[src/rtl/core/awpm_pkg.sv]
// ----------------------------------------------------------------------------
// awpm_pkg
// Shared types, constants and the divider step for the alpha weighted
// pixel merge block.
// ----------------------------------------------------------------------------
package awpm_pkg;

   // Channel and alpha widths.
   localparam int CHAN_W   = 8;
   localparam int NCHAN    = 3;

   // Weighted sum of two 8-bit products and sum of two 8-bit weights.
   localparam int NUM_W    = 17;
   localparam int DEN_W    = 9;

   // The quotient never exceeds 255, so eight quotient bits suffice.
   localparam int QUO_W     = 8;
   localparam int QUO_IDX_W = 3;

   // Divider pipeline: two quotient bits resolved in each stage.
   localparam int DIV_BITS    = 2;
   localparam int DIV_STAGES  = QUO_W / DIV_BITS;
   localparam int DIV_STAGE_W = 2;

   // One input stage for weights and products, then the divider stages.
   localparam int PIPE_DEPTH  = DIV_STAGES + 1;

   localparam logic [CHAN_W-1:0] ALPHA_MAX    = 8'd255;
   localparam logic [CHAN_W-1:0] ALPHA_OPAQUE = 8'd0;

   typedef logic [CHAN_W-1:0] chan_type;
   typedef logic [NUM_W-1:0]  num_type;
   typedef logic [DEN_W-1:0]  den_type;
   typedef logic [QUO_W-1:0]  quo_type;

   // Partial remainder and quotient carried between divider stages.
   typedef struct packed {
      num_type rem;
      quo_type quo;
   } div_step_type;

   // Resolves DIV_BITS quotient bits of a restoring division for one stage.
   function automatic div_step_type div_step(input num_type rem,
                                             input den_type den,
                                             input quo_type quo,
                                             input logic [DIV_STAGE_W-1:0] stage);
      div_step_type res;
      num_type trial;
      logic [QUO_IDX_W-1:0] pos;
      res.rem = rem;
      res.quo = quo;
      for (int j = 0; j < DIV_BITS; j++) begin
         pos   = QUO_IDX_W'(QUO_W - 1 - int'(stage) * DIV_BITS - j);
         trial = NUM_W'(den) << pos;
         if (res.rem >= trial) begin
            res.rem      = res.rem - trial;
            res.quo[pos] = 1'b1;
         end
      end
      return res;
   endfunction

endpackage

[src/rtl/core/alpha_weighted_pixel_merge_top.sv]
// ----------------------------------------------------------------------------
// alpha_weighted_pixel_merge_top
// Merges a source pixel into a destination pixel by alpha weighting.
// ----------------------------------------------------------------------------
// Usage:
//   The request channel (req_) carries one source and one destination pixel.
//   Alpha is a transparency: 0 is opaque and 255 is fully transparent.
//   The response channel (rsp_) returns one merged pixel for each request,
//   in order. Both channels use a valid/ready handshake.
//   A request passes through the input stage and four divider stages to
//   rsp_valid. One request is accepted every cycle while the receiver does
//   not stall: the first stage forms the weights and weighted sums, and four
//   divider stages resolve two quotient bits each for the three color channels.
//   When the receiver stalls, valid bits in the stages let empty slots
//   fill up; req_ready falls only when every stage holds a request and the
//   response is not taken. Nothing is dropped or repeated.
//   A synchronous, active-high reset empties the pipeline; no request is
//   accepted while reset is high.
// ----------------------------------------------------------------------------
module alpha_weighted_pixel_merge_top
   import awpm_pkg::*;
(
   input  logic                clock,
   input  logic                reset,

   input  logic                req_valid,
   output logic                req_ready,
   input  logic [CHAN_W-1:0]   req_src_alpha,
   input  logic [CHAN_W-1:0]   req_src_red,
   input  logic [CHAN_W-1:0]   req_src_green,
   input  logic [CHAN_W-1:0]   req_src_blue,
   input  logic [CHAN_W-1:0]   req_dst_alpha,
   input  logic [CHAN_W-1:0]   req_dst_red,
   input  logic [CHAN_W-1:0]   req_dst_green,
   input  logic [CHAN_W-1:0]   req_dst_blue,

   output logic                rsp_valid,
   input  logic                rsp_ready,
   output logic [CHAN_W-1:0]   rsp_out_alpha,
   output logic [CHAN_W-1:0]   rsp_out_red,
   output logic [CHAN_W-1:0]   rsp_out_green,
   output logic [CHAN_W-1:0]   rsp_out_blue
);

   // Pipeline registers and their next values.
   logic                 valid_ff  [PIPE_DEPTH];
   logic                 valid_in  [PIPE_DEPTH];
   logic                 stage_en  [PIPE_DEPTH];
   chan_type             alpha_ff  [PIPE_DEPTH];
   chan_type             alpha_in  [PIPE_DEPTH];
   den_type              den_ff    [PIPE_DEPTH];
   den_type              den_in    [PIPE_DEPTH];
   num_type              rem_ff    [PIPE_DEPTH][NCHAN];
   num_type              rem_in    [PIPE_DEPTH][NCHAN];
   quo_type              quo_ff    [PIPE_DEPTH][NCHAN];
   quo_type              quo_in    [PIPE_DEPTH][NCHAN];

   // Input stage working values.
   chan_type             src_chan  [NCHAN];
   chan_type             dst_chan  [NCHAN];
   chan_type             src_weight;
   chan_type             dst_weight;
   div_step_type         step_res;

   assign src_chan[0] = req_src_red;
   assign src_chan[1] = req_src_green;
   assign src_chan[2] = req_src_blue;
   assign dst_chan[0] = req_dst_red;
   assign dst_chan[1] = req_dst_green;
   assign dst_chan[2] = req_dst_blue;

   // A stage may load when it is empty or when the stage after it moves on.
   always_comb begin
      stage_en[PIPE_DEPTH-1] = !valid_ff[PIPE_DEPTH-1] || rsp_ready;
      for (int s = PIPE_DEPTH - 2; s >= 0; s--) begin
         stage_en[s] = !valid_ff[s] || stage_en[s+1];
      end
   end

   assign req_ready = stage_en[0] && !reset;

   // First stage: pick the case and form the dividend and divisor. The
   // pass-through cases divide the chosen channel by one, so every request
   // takes the same path through the divider. The divider stages after it
   // each resolve two quotient bits for every channel.
   always_comb begin
      src_weight = ALPHA_MAX - req_src_alpha;
      dst_weight = ALPHA_MAX - req_dst_alpha;
      valid_in[0] = req_valid;
      if (req_src_alpha == ALPHA_MAX) begin
         alpha_in[0] = req_dst_alpha;
         den_in[0]   = DEN_W'(1);
         for (int c = 0; c < NCHAN; c++) begin
            rem_in[0][c] = NUM_W'(dst_chan[c]);
         end
      end else if (req_src_alpha == ALPHA_OPAQUE) begin
         alpha_in[0] = ALPHA_OPAQUE;
         den_in[0]   = DEN_W'(1);
         for (int c = 0; c < NCHAN; c++) begin
            rem_in[0][c] = NUM_W'(src_chan[c]);
         end
      end else begin
         alpha_in[0] = (req_dst_alpha < req_src_alpha) ? req_dst_alpha : req_src_alpha;
         den_in[0]   = DEN_W'(src_weight) + DEN_W'(dst_weight);
         for (int c = 0; c < NCHAN; c++) begin
            rem_in[0][c] = NUM_W'(src_weight) * NUM_W'(src_chan[c])
                         + NUM_W'(dst_weight) * NUM_W'(dst_chan[c]);
         end
      end
      for (int c = 0; c < NCHAN; c++) begin
         quo_in[0][c] = '0;
      end

      step_res = '0;
      for (int s = 1; s < PIPE_DEPTH; s++) begin
         valid_in[s] = valid_ff[s-1];
         alpha_in[s] = alpha_ff[s-1];
         den_in[s]   = den_ff[s-1];
         for (int c = 0; c < NCHAN; c++) begin
            step_res = div_step(rem_ff[s-1][c], den_ff[s-1], quo_ff[s-1][c],
                                DIV_STAGE_W'(s - 1));
            rem_in[s][c] = step_res.rem;
            quo_in[s][c] = step_res.quo;
         end
      end
   end

   // Valid bits: cleared by reset, advanced with each stage enable.
   always_ff @(posedge clock) begin
      if (reset) begin
         for (int s = 0; s < PIPE_DEPTH; s++) begin
            valid_ff[s] <= 1'b0;
         end
      end else begin
         for (int s = 0; s < PIPE_DEPTH; s++) begin
            if (stage_en[s]) begin
               valid_ff[s] <= valid_in[s];
            end
         end
      end
   end

   // Payload registers load under the same enables and need no reset.
   always_ff @(posedge clock) begin
      for (int s = 0; s < PIPE_DEPTH; s++) begin
         if (stage_en[s]) begin
            alpha_ff[s] <= alpha_in[s];
            den_ff[s]   <= den_in[s];
            for (int c = 0; c < NCHAN; c++) begin
               rem_ff[s][c] <= rem_in[s][c];
               quo_ff[s][c] <= quo_in[s][c];
            end
         end
      end
   end

   // The last stage is the response register.
   assign rsp_valid     = valid_ff[PIPE_DEPTH-1];
   assign rsp_out_alpha = alpha_ff[PIPE_DEPTH-1];
   assign rsp_out_red   = quo_ff[PIPE_DEPTH-1][0];
   assign rsp_out_green = quo_ff[PIPE_DEPTH-1][1];
   assign rsp_out_blue  = quo_ff[PIPE_DEPTH-1][2];

endmodule

[config.mk]
export PLATFORM = sky130hd
export DESIGN_NAME = alpha_weighted_pixel_merge_top
export DESIGN_NICKNAME = d
export VERILOG_FILES = /design/src/rtl/core/awpm_pkg.sv /design/src/rtl/core/alpha_weighted_pixel_merge_top.sv
export SDC_FILE = /design/constraint.sdc
export NUM_CORES = 2
export LEC_CHECK = 0
export ABC_AREA = 1
export BUFFER_PORTS_ARGS = -buffer_cell sky130_fd_sc_hd__buf_2
export CORE_MARGIN = 4
export CORE_UTILIZATION = 59
export DETAILED_ROUTE_END_ITERATION = 8
export PLACE_DENSITY = 0.87
export REMOVE_ABC_BUFFERS = 1
export SYNTH_ARGS = -nofsm -noshare
export SYNTH_HDL_FRONTEND = slang
export SYNTH_SLANG_ARGS = --single-unit
[constraint.sdc]
create_clock -name clock -period 8.1 [get_ports clock]
set_clock_uncertainty 0.15 [all_clocks]
set_input_delay 0.81 -clock clock [delete_from_list [all_inputs] [get_ports clock]]
set_output_delay 0.81 -clock clock [all_outputs]
set_load 0.05 [all_outputs]
# Yosys cells after proc, flatten, opt, wreduce, memory -nomap -nowiden
# Memory sizes are Yosys's and may differ from the RTL's.
# Cells that the tools add are included.
# W data, S select, Z words.
# totals
register_bits	0
latchBits	0
mem_bits_rw	465
rom_bits	0
inputBits	68
output_inout_bits	34
elab_cells	164
mem_count	5
# classes
add_sub_neg	30
n_mul	6
n_div	0
magnitude_cmp	25
n_eq_ne	1
shift	0
mux	79
bitwise	5
n_reduce_logical	13
# mem_list
memory	words	width	read_ports	rd_clocked_by_memory_dff	wr	line_no	source
rem_ff	5	51	4	0	5	alpha_weighted_pixel_merge_top.sv:53	num_type rem_ff [PIPE_DEPTH][NCHAN];
quo_ff	5	24	5	0	5	alpha_weighted_pixel_merge_top.sv:55	quo_type quo_ff [PIPE_DEPTH][NCHAN];
den_ff	5	9	4	0	5	alpha_weighted_pixel_merge_top.sv:51	den_type den_ff [PIPE_DEPTH];
alpha_ff	5	8	5	0	5	alpha_weighted_pixel_merge_top.sv:49	chan_type alpha_ff [PIPE_DEPTH];
valid_ff	5	1	5	0	5	alpha_weighted_pixel_merge_top.sv:46	logic valid_ff [PIPE_DEPTH];
# ops
operator	count
$mux W17	21
$mux W51	2
$mul A8 B8 Y16	6
$mux W18	3
$add A16 B16 Y17	3
$ge A17 B10 Y1	3
$ge A17 B11 Y1	3
$ge A17 B12 Y1	3
$ge A17 B13 Y1	3
$ge A17 B14 Y1	3
$ge A17 B15 Y1	3
$ge A17 B16 Y1	3
$ge A17 B9 Y1	3
$sub A17 B10 Y17	3
$sub A17 B11 Y17	3
$sub A17 B12 Y17	3
$sub A17 B13 Y17	3
$sub A17 B14 Y17	3
$sub A17 B15 Y17	3
$sub A17 B16 Y17	3
$sub A17 B9 Y17	3
$mux W1	48
$mux W8	3
$mux W9	2
9 further kinds	23

# Logic depth before layout (Yosys ltp)
# An unclocked memory read counts as a cell.
# logic_depth
ltp_word	11
mapped_depth	28
ltp_nobuf	27

# Least setup slack after synthesis
# OpenSTA, ideal clock, no wires.
# synth_timing
kind	input to output
startpoint	input rsp_ready
endpoint	output req_ready
t_arrival_ns	7.825
required_ns	7.140
path_slack_ns	-0.685
cell_stages	10
path_buffers	0
cell_sequence	inv_1 nand2_1 nor2_1 inv_1 nor2_1 inv_1 nor2_1 nand2_1 nand2_1 inv_1
# synth_rtl
element	line_no	source
start, declared	alpha_weighted_pixel_merge_top.sv:38	input logic rsp_ready,
end, declared	alpha_weighted_pixel_merge_top.sv:27	output logic req_ready,

==> flow_summary.toml <==
[floorplan]
coreArea_um2 = 66000
die_h_um = 266
initial_utilization = 0.596
pin_count = 102
die_area_um2 = 70900
row_count = 94
die_width_um = 266

[synth]
synth_compound_area_frac = 0.0788
synth-edff-count = 345
synth_simple_gate_area_frac = 0.231
synth_flop_cell = "edfxtp_1"
synthTopCellsByCount = "nand2_1, inv_1, nor2_1, ha_1, edfxtp_1"
yosysTopAreaCell = "edfxtp_1"
synth_most_common_cell = "nand2_1"
synth_top_family_by_area = "adder cells"
synth_xor_area_frac = 0.0356
synthCells = 4957
async_flop_share = 0
synth_area_leaders = "edfxtp_1, fa_1, ha_1"
synth_area_um2 = 39300
synthAdderAreaFrac = 0.295
avgSynthCellArea_um2 = 7.94
ys_warn_count = 0
synth_top_area_share = 0.263
ys_seq_area_frac = 0.263
synth_mux_area_frac = 0.000286
synthDistinctLibCells = 52
synth_seq_cells = 345

[timing]
maxSlewHeadroom = 0.338
grt_setup_unrepaired = "no"
setup_violations = 0
fmax_ghz = 0.160
finalCriticalPeriod_ps = 6260
hold_ws_ps = 259
maxSlewViolCount = 0
finalCritPeriodShare = 0.773
final-hold-violation-count = 0
worstMarginPinSlew_ps = 990
setup_tns_ps = 0

[routing]
dr.pass1.iters = 8
drc = 0
vias = 33413
drt_iter0_drc = 2515
vias_per_cell = 5.64
drt-total-wl_um = 103000
antenna_left = 0
wl_per_cell_um = 17.3

[global_routing]
grt_pass1_wl_um = 165000
grt_pass1_vias = 33045
grt_util_met2 = 0.501
global_route.usage.met1 = 0.360
grt-busiest-layer = "met2"
grt_usage = 0.290
grt_util_met3 = 0.0477
grt_overflow_total = 0
grt_max_degree = 73
antenna_found_initial = 2

[setup_path]
startpoint_type = "primary input"
critPathCaptureType = "register"
crit_top_cell = "fa_1"
critPathMaxStageDelay_ps = 570
critical_path_arrival_ps = 6390
cp_cell_sequence = "buf_2 -> clkinv_1 -> nand2_1 -> fa_1 -> fa_1 -> fa_1 -> inv_1 -> fa_1 -> fa_1 -> fa_1 -> ha_1 -> inv_1 -> o21ai_0 -> nand3_1 -> nand3_1 -> nand3_1 -> nand2_1 -> nand2_1 -> o21bai_1 -> or2_2 -> a21oi_1"
critPathTopFamily = "adder cells"
rr_endpoint = "rem_ff[2][12]"
crit_buf_inv = 4
reg2reg_slack_ps = 2380
slowest_stage = "fa_1"
r2r-start = "den_ff[0][10]"
path_max_fanout = 20
rr_worst_depth = 22
critPathKind = "primary input to register"
cp.required_ps = 8230

[clock_tree]
cts_hold_buf = 0
cts.sinks = 345
tritoncts = "yes"
cts_root_buffer = "clkbuf_16"
cts-resized-gates = 0
clk_latency_ps = 570
clkTransAtPathRegs_ps = 60
postCtsSetupBuffers = 0
htreeDepth = 2
clock_tree.buffer_depth = 3
cts_buffers = 39

[placement]
place.gp.congestion = 0.976
dp_hpwl_um = 82600
numPortBuffers = 101

[final_layout]
drive_gt1_frac = 0.0565
area_delta_synth_final_pct = 6.76
fillers = 5565
layout.nets = 5842

[status]
outcome = "finished clean"

[min_path]
worstHoldStart = "quo_ff[1][6]"
worstHoldPathCells = 0
hold_end = "quo_ff[2][6]"
worst_hold_path_type = "register to register"

[run]
maxCapViolCount = 0
==> flip-flops by register name, summed over array words and instances, names as in the netlist <==
register and count:
rem_ff 204, quo_ff 60, alpha_ff 40, den_ff 36, valid_ff 5
==> metrics by stage <==
| step | utilization | instance area [um2] | instances | worst slack, ps |
|---|---|---|---|---|
| 5_1_grt | 0.637 | 42000 | 5928 | 1570 |
| 3_5_place_dp | 0.616 | 40700 | 5857 | 1350 |
| 6_report | 0.637 | 42000 | 5929 | 1840 |
| 2_1_floorplan | - | 38900 | 4877 | -685 |
| 3_3_place_gp | 0.616 | 40700 | 5857 | 1490 |
| 4_1_cts | 0.637 | 42000 | 5928 | 1940 |
==> area by class of cell <==
cell class                 instances  area (um2)  area share
multi-input combinational       3634       25200       0.600
timing repair buffer             116         618      0.0147
antenna                            1        2.50   0.0000596
clock buffer                      40         980      0.0233
inverter                         898        3370      0.0803
tap                              864        1080      0.0257
sequential                       345       10400       0.247
clock inverter                    31         372     0.00885
==> how the worst max path moves through the flow <==
stage | slack [ps] | startpoint | depth (start not counted) | to
4_1_cts | 1940 | req_src_alpha[2] | 21 | rem_ff[0][32]
3_3_place_gp | 1490 | req_src_alpha[0] | 21 | rem_ff[0][15]
2_1_floorplan | -680 | rsp_ready | 10 | req_ready
6_report | 1840 | req_src_alpha[2] | 21 | rem_ff[0][32]
3_5_place_dp | 1350 | req_src_alpha[2] | 21 | rem_ff[0][32]
5_1_grt | 1570 | req_src_alpha[2] | 21 | rem_ff[0][32]
==> routing by layer <==
metal	vias up	routed length, um
li1	16090	-
met1	15500	39800
met2	1487	48700
met3	334	8570
met4	2	5590
met5	-	12
==> cell usage in the layout (no fill, tap or decap), types with 15 or more instances in the layout <==
master / n
clkinv_1: 15
xor2_1: 89
ha_1: 427
o21ai_0: 210
nand2_1: 1134
edfxtp_1: 345
clkbuf_16: 39
xnor2_1: 71
buf_4: 15
buf_2: 101
nand2_2: 17
nor3_1: 48
inv_1: 875
fa_1: 313
nor2_1: 552
a31oi_1: 25
nand4_1: 65
a21oi_1: 246
nand3_1: 250
or2_2: 38
a21o_1: 16
==> worst register-to-register path, cell delays in order (launching register included) <==
cell and delay (ps):
edfxtp_1 660, inv_1 410, fa_1 600, nand3_1 110
nand2_1 90, nand2_1 110, nand2_1 80, nand2_1 130
nand2_4 100, inv_1 360, nand2_1 110, nand2_1 140
ha_1 300, a21oi_1 270, o21ai_0 170, nand2_1 80
nand3_1 60, a31oi_1 270, nand3_1 150, nor2_1 580
nand2_2 320, nand2_1 160, nand2_1 80
==> cell families after synthesis <==
kind of cell             Yosys count
AO/OA/AOI/OAI                    568
adder cells (fa/ha/maj)          740
AND/OR/NAND/NOR                 2165
flip-flops                       345
multiplexers                       1
buffers and inverters            978
XOR/XNOR                         160
Power is not shown: default switching activity piles up to over one toggle a cycle in this logic, so the estimate is an artifact.
